===== src/rtl/efr_pkg.sv =====
// Shared types and constants of the escaped byte frame receiver.
`timescale 1ns / 1ps

package efr_pkg;

  localparam int FRAME_BYTES = 16;
  localparam int ADDR_W      = $clog2(FRAME_BYTES);
  localparam int IDX_W       = $clog2(FRAME_BYTES + 1);

  localparam logic [7:0] START_RST  = 8'h50;
  localparam logic [7:0] ESCAPE_RST = 8'h7D;
  localparam logic [7:0] END_RST    = 8'h04;

  localparam int PADDR_W = 4;
  localparam int PDATA_W = 32;

  localparam logic [1:0] REG_START  = 2'd0;
  localparam logic [1:0] REG_ESCAPE = 2'd1;
  localparam logic [1:0] REG_END    = 2'd2;

  typedef enum logic [1:0] {
    MODE_IDLE   = 2'd0,
    MODE_INMSG  = 2'd1,
    MODE_AFTESC = 2'd2
  } rx_mode_t;

  typedef enum logic {
    ST_RUN  = 1'b0,
    ST_DUMP = 1'b1
  } ctrl_state_t;

  typedef struct packed {
    logic [7:0] start_byte;
    logic [7:0] escape_byte;
    logic [7:0] end_byte;
  } cfg_t;

  typedef struct packed {
    logic take_in;   // accept input beat, load echo
    logic emit_buf;  // load next buffer byte into the output register
  } dp_cmd_t;

  typedef struct packed {
    logic close;     // current input byte closes the frame
    logic dump_end;  // buffer byte counter at last entry
  } dp_sts_t;

endpackage


===== src/rtl/efr_cfg.sv =====
// Configuration register bank with APB-style access.
`timescale 1ns / 1ps

module efr_cfg (
  input  logic                         clk,
  input  logic                         rst_n,
  input  logic                         psel,
  input  logic                         penable,
  input  logic                         pwrite,
  input  logic [efr_pkg::PADDR_W-1:0]  paddr,
  input  logic [efr_pkg::PDATA_W-1:0]  pwdata,
  output logic [efr_pkg::PDATA_W-1:0]  prdata,
  output logic                         pready,
  output efr_pkg::cfg_t                cfg_o
);

  efr_pkg::cfg_t cfg_r;
  efr_pkg::cfg_t cfg_nxt;
  logic          wr_en;

  assign pready = 1'b1;
  assign wr_en  = psel && penable && pwrite;

  always_comb begin
    cfg_nxt = cfg_r;
    prdata  = '0;
    unique case (paddr[3:2])
      efr_pkg::REG_START: begin
        prdata = efr_pkg::PDATA_W'(cfg_r.start_byte);
        if (wr_en) cfg_nxt.start_byte = pwdata[7:0];
      end
      efr_pkg::REG_ESCAPE: begin
        prdata = efr_pkg::PDATA_W'(cfg_r.escape_byte);
        if (wr_en) cfg_nxt.escape_byte = pwdata[7:0];
      end
      efr_pkg::REG_END: begin
        prdata = efr_pkg::PDATA_W'(cfg_r.end_byte);
        if (wr_en) cfg_nxt.end_byte = pwdata[7:0];
      end
      default: prdata = '0;
    endcase
  end

  always_ff @(posedge clk) begin
    if (!rst_n) begin
      cfg_r.start_byte  <= efr_pkg::START_RST;
      cfg_r.escape_byte <= efr_pkg::ESCAPE_RST;
      cfg_r.end_byte    <= efr_pkg::END_RST;
    end else begin
      cfg_r <= cfg_nxt;
    end
  end

  assign cfg_o = cfg_r;

endmodule


===== src/rtl/efr_dp.sv =====
// Datapath: receive mode, frame buffer, fill count, dump counter, output register.
`timescale 1ns / 1ps

module efr_dp (
  input  logic               clk,
  input  logic               rst_n,
  input  efr_pkg::cfg_t      cfg_i,
  input  efr_pkg::dp_cmd_t   cmd_i,
  output efr_pkg::dp_sts_t   sts_o,
  input  logic [7:0]         rx_byte_i,
  output logic               out_kind_o,
  output logic [7:0]         out_byte_o,
  output logic               out_last_o,
  output logic               out_overflow_o
);

  efr_pkg::rx_mode_t                mode_r, mode_nxt;
  logic [efr_pkg::IDX_W-1:0]        fill_r, fill_nxt;
  logic [efr_pkg::ADDR_W-1:0]       cnt_r, cnt_nxt;
  logic [7:0]                       store_r [efr_pkg::FRAME_BYTES];

  logic                             store_req;
  logic                             close;
  logic [efr_pkg::IDX_W-1:0]        base_idx;
  logic                             full;
  logic                             wr_en;
  logic                             dropped;
  logic                             dump_end;

  logic                             kind_r, last_r, ovf_r;
  logic [7:0]                       byte_r;

  // Decode the incoming byte against the current mode.
  always_comb begin
    mode_nxt  = mode_r;
    store_req = 1'b0;
    close     = 1'b0;
    base_idx  = fill_r;
    unique case (mode_r)
      efr_pkg::MODE_INMSG: begin
        if (rx_byte_i == cfg_i.escape_byte) begin
          mode_nxt = efr_pkg::MODE_AFTESC;
        end else if (rx_byte_i == cfg_i.end_byte) begin
          mode_nxt = efr_pkg::MODE_IDLE;
          close    = 1'b1;
        end else begin
          store_req = 1'b1;
        end
      end
      efr_pkg::MODE_AFTESC: begin
        mode_nxt  = efr_pkg::MODE_INMSG;
        store_req = 1'b1;
      end
      default: begin
        // idle and the unused code: only a start byte opens a frame
        mode_nxt = efr_pkg::MODE_IDLE;
        base_idx = '0;
        if (rx_byte_i == cfg_i.start_byte) begin
          mode_nxt  = efr_pkg::MODE_INMSG;
          store_req = 1'b1;
        end
      end
    endcase
  end

  assign full     = base_idx >= efr_pkg::IDX_W'(efr_pkg::FRAME_BYTES);
  assign wr_en    = cmd_i.take_in && store_req && !full;
  assign dropped  = store_req && full;
  assign dump_end = cnt_r == efr_pkg::ADDR_W'(efr_pkg::FRAME_BYTES - 1);

  always_comb begin
    fill_nxt = fill_r;
    cnt_nxt  = cnt_r;
    if (cmd_i.take_in) begin
      fill_nxt = wr_en ? base_idx + 1'b1 : base_idx;
    end else if (cmd_i.emit_buf) begin
      cnt_nxt = cnt_r + 1'b1;
      if (dump_end) begin
        cnt_nxt  = '0;
        fill_nxt = '0;
      end
    end
  end

  always_ff @(posedge clk) begin
    if (!rst_n) begin
      mode_r <= efr_pkg::MODE_IDLE;
      fill_r <= '0;
      cnt_r  <= '0;
    end else begin
      if (cmd_i.take_in) mode_r <= mode_nxt;
      fill_r <= fill_nxt;
      cnt_r  <= cnt_nxt;
    end
  end

  always_ff @(posedge clk) begin
    if (wr_en) store_r[base_idx[efr_pkg::ADDR_W-1:0]] <= rx_byte_i;
  end

  // entries at or beyond the fill count are masked on read, so read as zero
  always_ff @(posedge clk) begin
    if (cmd_i.take_in) begin
      kind_r <= 1'b0;
      byte_r <= rx_byte_i;
      last_r <= !close;
      ovf_r  <= dropped;
    end else if (cmd_i.emit_buf) begin
      kind_r <= 1'b1;
      byte_r <= (efr_pkg::IDX_W'(cnt_r) < fill_r) ? store_r[cnt_r] : 8'h00;
      last_r <= dump_end;
      ovf_r  <= 1'b0;
    end
  end

  assign sts_o.close    = close;
  assign sts_o.dump_end = dump_end;

  assign out_kind_o     = kind_r;
  assign out_byte_o     = byte_r;
  assign out_last_o     = last_r;
  assign out_overflow_o = ovf_r;

`ifndef SYNTH
  a_fill_bound: assert property (@(posedge clk) disable iff (!rst_n)
    fill_r <= efr_pkg::IDX_W'(efr_pkg::FRAME_BYTES))
    else $error("fill count beyond buffer size");

  a_dump_clears: assert property (@(posedge clk) disable iff (!rst_n)
    cmd_i.emit_buf && dump_end |=> fill_r == '0 && cnt_r == '0)
    else $error("buffer not cleared after dump");

  a_idle_empty: assert property (@(posedge clk) disable iff (!rst_n)
    cmd_i.take_in && mode_r == efr_pkg::MODE_IDLE |-> fill_r == '0)
    else $error("stale fill count while idle");
`endif

endmodule


===== src/rtl/efr_ctrl.sv =====
// Controller: accepts beats, sequences the buffer dump, owns output valid.
`timescale 1ns / 1ps

module efr_ctrl (
  input  logic               clk,
  input  logic               rst_n,
  input  logic               in_valid,
  output logic               in_ready,
  output logic               out_valid,
  input  logic               out_ready,
  input  efr_pkg::dp_sts_t   sts_i,
  output efr_pkg::dp_cmd_t   cmd_o
);

  efr_pkg::ctrl_state_t state_r, state_nxt;
  logic                 out_valid_r, out_valid_nxt;
  logic                 out_free;

  assign out_free = !out_valid_r || out_ready;

  always_comb begin
    state_nxt     = state_r;
    out_valid_nxt = out_valid_r && !out_ready;
    cmd_o         = '0;
    in_ready      = 1'b0;
    unique case (state_r)
      efr_pkg::ST_RUN: begin
        in_ready = out_free;
        if (in_valid && out_free) begin
          cmd_o.take_in = 1'b1;
          out_valid_nxt = 1'b1;
          if (sts_i.close) state_nxt = efr_pkg::ST_DUMP;
        end
      end
      efr_pkg::ST_DUMP: begin
        if (out_free) begin
          cmd_o.emit_buf = 1'b1;
          out_valid_nxt  = 1'b1;
          if (sts_i.dump_end) state_nxt = efr_pkg::ST_RUN;
        end
      end
      default: state_nxt = efr_pkg::ST_RUN;
    endcase
  end

  always_ff @(posedge clk) begin
    if (!rst_n) begin
      state_r     <= efr_pkg::ST_RUN;
      out_valid_r <= 1'b0;
    end else begin
      state_r     <= state_nxt;
      out_valid_r <= out_valid_nxt;
    end
  end

  assign out_valid = out_valid_r;

`ifndef SYNTH
  a_close_dumps: assert property (@(posedge clk) disable iff (!rst_n)
    cmd_o.take_in && sts_i.close |=> state_r == efr_pkg::ST_DUMP)
    else $error("closing byte did not start a dump");

  a_dump_valid: assert property (@(posedge clk) disable iff (!rst_n)
    state_r == efr_pkg::ST_DUMP |-> out_valid_r)
    else $error("output register empty during dump");

  a_one_load: assert property (@(posedge clk) disable iff (!rst_n)
    cmd_o.take_in || cmd_o.emit_buf |-> out_free && !(cmd_o.take_in && cmd_o.emit_buf))
    else $error("output register overwritten");
`endif

endmodule


===== src/rtl/escaped_byte_frame_receiver_top.sv =====
// Top level of the escaped byte frame receiver.
`timescale 1ns / 1ps
//
//  channel  | direction | handshake             | payload
//  ---------+-----------+-----------------------+----------------------------------------
//  in_      | input     | in_valid / in_ready   | in_rx_byte[7:0]
//  out_     | output    | out_valid / out_ready | out_kind, out_byte[7:0], out_last,
//           |           |                       | out_overflow
//  cfg      | input     | psel, penable, pwrite | paddr[3:0], pwdata[31:0] -> prdata
//
//  A byte that does not close a frame is accepted as soon as the single output
//  register is free, and its echo appears the next cycle.
//  A closing byte costs 17 output beats: the echo, then the 16 buffered bytes,
//  one per cycle from the output register while the sink takes them; input is held off meanwhile.
//  A new beat is taken in the same cycle the last result leaves the register.
//  Reset (rst_n low, synchronous) sets the registers to 0x50/0x7D/0x04, mode
//  to idle and the fill count to zero; unfilled buffer entries read as zero.
//  Output stalls simply hold the register and back-pressure the input.
//
//  Registers at byte addresses 0x0 start_byte, 0x4 escape_byte, 0x8 end_byte;
//  writes land in the access phase, pready is tied high.

module escaped_byte_frame_receiver_top (
  input  logic                         clk,
  input  logic                         rst_n,
  // input byte channel
  input  logic                         in_valid,
  output logic                         in_ready,
  input  logic [7:0]                   in_rx_byte,
  // result channel
  output logic                         out_valid,
  input  logic                         out_ready,
  output logic                         out_kind,
  output logic [7:0]                   out_byte,
  output logic                         out_last,
  output logic                         out_overflow,
  // configuration port
  input  logic                         psel,
  input  logic                         penable,
  input  logic                         pwrite,
  input  logic [efr_pkg::PADDR_W-1:0]  paddr,
  input  logic [efr_pkg::PDATA_W-1:0]  pwdata,
  output logic [efr_pkg::PDATA_W-1:0]  prdata,
  output logic                         pready
);

  efr_pkg::cfg_t    cfg;
  efr_pkg::dp_cmd_t cmd;
  efr_pkg::dp_sts_t sts;

  // register bank
  efr_cfg u_cfg (
    .clk     (clk),
    .rst_n   (rst_n),
    .psel    (psel),
    .penable (penable),
    .pwrite  (pwrite),
    .paddr   (paddr),
    .pwdata  (pwdata),
    .prdata  (prdata),
    .pready  (pready),
    .cfg_o   (cfg)
  );

  // handshakes and dump sequencing
  efr_ctrl u_ctrl (
    .clk       (clk),
    .rst_n     (rst_n),
    .in_valid  (in_valid),
    .in_ready  (in_ready),
    .out_valid (out_valid),
    .out_ready (out_ready),
    .sts_i     (sts),
    .cmd_o     (cmd)
  );

  // deframing state, frame buffer and output payload
  efr_dp u_dp (
    .clk            (clk),
    .rst_n          (rst_n),
    .cfg_i          (cfg),
    .cmd_i          (cmd),
    .sts_o          (sts),
    .rx_byte_i      (in_rx_byte),
    .out_kind_o     (out_kind),
    .out_byte_o     (out_byte),
    .out_last_o     (out_last),
    .out_overflow_o (out_overflow)
  );

endmodule


===== config.mk =====
export PLATFORM = sky130hd
export DESIGN_NAME = escaped_byte_frame_receiver_top
export DESIGN_NICKNAME = d
export VERILOG_FILES = /design/src/rtl/efr_pkg.sv /design/src/rtl/efr_cfg.sv /design/src/rtl/efr_dp.sv /design/src/rtl/efr_ctrl.sv /design/src/rtl/escaped_byte_frame_receiver_top.sv
export SDC_FILE = /design/constraint.sdc
export NUM_CORES = 1
export LEC_CHECK = 0
export BUFFER_PORTS_ARGS = -buffer_cell sky130_fd_sc_hd__buf_2
export CAP_MARGIN = 25
export CORE_MARGIN = 5
export CORE_UTILIZATION = 52
export DETAILED_ROUTE_END_ITERATION = 16
export PLACE_DENSITY = 0.86
export SLEW_MARGIN = 15
export SYNTH_ARGS = -nofsm -noshare
export SYNTH_HDL_FRONTEND = slang
export SYNTH_SLANG_ARGS = --single-unit

===== constraint.sdc =====
create_clock -name clk -period 2.2 [get_ports clk]
set_input_delay 0.44 -clock clk [delete_from_list [all_inputs] [get_ports clk]]
set_output_delay 0.44 -clock clk [all_outputs]
set_load 0.02 [all_outputs]

==> out/metrics.yaml <==
outcome: "complete, no violations"
fin_nets: 697
core_area_um2: 15030
post_synth_fa_ha_maj_area_fraction: 0.01583
crit_end: "u_dp.store_r[12][4]$_DFFE_PP_"
dieArea_um2: 17760
hpwl_um: 12040
wl_per_cell_um: 20.66
grt_antenna_before_repair: 1
post-route-period-util: 0.9768
grt_pass1_vias: 4974
worstSkewPairLatency_ns: 0.43
root_buffer: "clkbuf_16"
p_leak_nw: 3.373
vias: 4870
dpl_cell_area_um2: 8781
synth_compound_area_frac: 0.04417
critPathRequiredTime_ns: 2.34
ff2ff_path_depth: 8
synth_cells: 537
arrival_ns: 2.29
min_period_ns: 2.149
htree_levels: 4
synth_xor_area_frac: 0.02771
die_w_um: 133.3
grt_pass1_wl_um: 26990
initial_core_util: 0.5257
crit_path_end_kind: "flip-flop"
finalSetupViolations: 0
synth_edf_count: 138
fmax_ghz: 0.4653
dr.pass1.iters: 5
synth_warnings: 0
timing.final.hold_violations: 0
ff2ff_setup_slack_ns: 0.05
cp-start-kind: "flip-flop"
drt_iter0_drc: 424
synth_ff_type: "edfxtp_1"
io_pins: 97
worstReg2RegEnd: "u_dp.store_r[12][4]$_DFFE_PP_"
cellPowerDensity_nw_per_um2: 754.4
final_common_cell: "edfxtp_1"
drive_above_1_share: 0.3051
synth_mux_area_frac: 0.1477
postCtsSetupRepairBufs: 0
final_cell_mix: "edfxtp_1 (138), buf_2 (45), dfxtp_1 (41)"
grt_usage: 0.1979
post_synth_num_cell_types: 51
netlist_area_um2: 7903
clk_pin_slew_worst_paths_ns: 0.06
io_buffers: 45
ys_ff_latch: 180
antenna_cells: 0
drc: 0
synthSimpleGateAreaFrac: 0.08597
cp_max_fo: 8
vias_per_cell: 5.818
irDropWorstVdd_v: 0.0006475
cp_slowest_cell: "dfxtp_1"
antenna_left: 0
clockBufferDepth: 2
numCtsBuffers: 17
worstMarginPinSlew_ns: 0.6305
yosysSeqAreaShare: 0.6308
startpoint: "u_cfg.cfg_o[10]$_SDFFE_PN1P_"
postLayoutCellArea_um2: 9469
num_rows: 45
grt_max_degree: 33
slowest_delay_ns: 0.39
cts_sinks: 180
synth-async-reset-ratio: 0
hp-class: "input pin to flip-flop"
syn_to_final_growth_pct: 19.82
gp_congestion: 0.9224
max-slew-margin-rel: 0.5788
r2r_start: "u_cfg.cfg_o[10]$_SDFFE_PN1P_"
grt_setup_unrepaired: "yes"
synth_top_family_by_area: "multiplexers"
fin_skew_ns: 0.01243
drv_cap: 0
totalWireLength_um: 17290
syn_area_per_cell_um2: 14.72
grt-ovfl-total: 0
worstSetupPathType: "flip-flop to flip-flop"
cts_tree: "yes"
finalPower_mw: 7.143
die_h_um: 133.3
slew_violations: 0
cp_cell_sequence: "xor2_1 -> nor4_2 -> buf_4 -> a21bo_2 -> o21ai_2 -> and2_4 -> and3_1 -> buf_12"
## state kept, by name (all words and copies together) (netlist names), named ones only
| signal | count |
|---|---|
| u_dp.store_r | 128 |
| u_cfg.cfg_o | 24 |
| u_dp.out_byte_o | 8 |
| u_dp.fill_r | 5 |
| u_dp.cnt_r | 4 |
| u_dp.mode_r | 2 |
| u_ctrl.out_valid | 1 |
| u_ctrl.state_r | 1 |
| u_dp.out_kind_o | 1 |
| u_dp.out_last_o | 1 |
| u_dp.out_overflow_o | 1 |
## critical path, delay by kind of cell (launching register included)
| kind | cells | cell delay, ns |
|---|---|---|
| flops | 1 | 0.39 |
| xor+xnor | 1 | 0.21 |
| buf+inv | 2 | 0.29 |
| simple gates | 3 | 0.53 |
| compound gates | 2 | 0.45 |
## synthesized netlist by cell type, drive strengths merged (2+ instances only)
library cell	instances	area, µm²
a21boi	2	22.52
nand2b	2	12.51
a21oi	10	50.05
o21ai	24	123.9
inv	11	41.29
nand2	40	150.1
nand4	3	18.77
and3	14	87.58
xor2	25	219.0
dfxtp	42	840.8
clkbuf	9	33.78
and2	7	46.30
mux2i	24	240.2
ha	10	125.1
nand3	22	110.1
a21o	2	15.01
mux4	40	915.9
nor4	5	43.79
a211oi	2	20.02
nor2b	4	25.02
edfxtp	138	4144
buf	36	269.0
nor2	33	123.9
nor3	8	45.04
clkinv	7	26.28
conb	2	7.510
## cell families (layout without fill, tap and decap cells)
logic type | Yosys count | count (layout)
buffers and inverters | 63 | 151
adders and majority gates | 10 | 10
muxes | 65 | 65
AOI/OAI and AO/OA | 52 | 52
other | 2 | 25
and+or+nand+nor | 140 | 141
xor gates and xnor gates | 25 | 25
DFF | 180 | 180
## through the flow
step	cells	utilization	setup slack (ns)	hold slack, ns	TNS, ns
floorplan	560	-	0.01071	0.4605	0
global placement	804	0.5841	-0.3010	0.4505	-35.49
detailed placement	804	0.5841	-0.4054	0.4629	-46.08
CTS	836	0.6260	-0.007950	0.2538	-0.1093
global route	837	0.6299	-0.02061	0.2702	-0.3487
finish	837	0.6299	0.05098	0.2729	0
## worst min-delay path by stage
stage	endpoint	startpoint	cells after the start
4_1_cts	u_cfg.cfg_o[2]$_SDFFE_PN1P_	pwdata[2]	3
6_report	u_cfg.cfg_o[2]$_SDFFE_PN1P_	pwdata[2]	3
3_5_place_dp	u_dp.out_kind_o$_SDFFE_PP0P_	u_dp.out_kind_o$_SDFFE_PP0P_	2
2_1_floorplan	u_cfg.cfg_o[15]$_SDFFE_PN0P_	u_cfg.cfg_o[15]$_SDFFE_PN0P_	2
3_3_place_gp	u_dp.out_kind_o$_SDFFE_PP0P_	u_dp.out_kind_o$_SDFFE_PP0P_	2
5_1_grt	u_cfg.cfg_o[15]$_SDFFE_PN0P_	pwdata[7]	3
## power breakdown
| group | internal (mW) | switching (mW) |
|---|---|---|
| clock network | 1.71 | 1.33 |
| registers | 3.68 | 0.0130 |
| logic | 0.140 | 0.276 |
| total | 5.53 | 1.62 |
## final cells by class
| class | instances | area [µm²] |
|---|---|---|
| inverter | 18 | 68.82 |
| tap | 188 | 235.2 |
| clock inverter | 15 | 176.4 |
| sequential | 180 | 4986 |
| multi-input combinational | 318 | 2719 |
| timing repair buffer | 101 | 858.3 |
| clock buffer | 17 | 425.4 |
| fill | 1030 | 5564 |
## per-layer routing
layer	up-vias	routed length (µm)	track usage	part of all wire
met5	-	12	0	0.00069
met4	2	207	0.04343	0.012
met1	2450	6985	0.2560	0.40
li1	2180	-	-	-
met2	212	9038	0.3369	0.52
met3	26	1045	0.05514	0.060
## what timing repair did
| item | 4_1_cts | 5_1_grt |
|---|---|---|
| cloned | 0 | 1 |
| setup endpoints to repair | 98 | 128 |
| gates resized for setup | 6 | 12 |
| hold buffers | 0 | 0 |
Note: power is estimated with default switching activity, not from simulation.
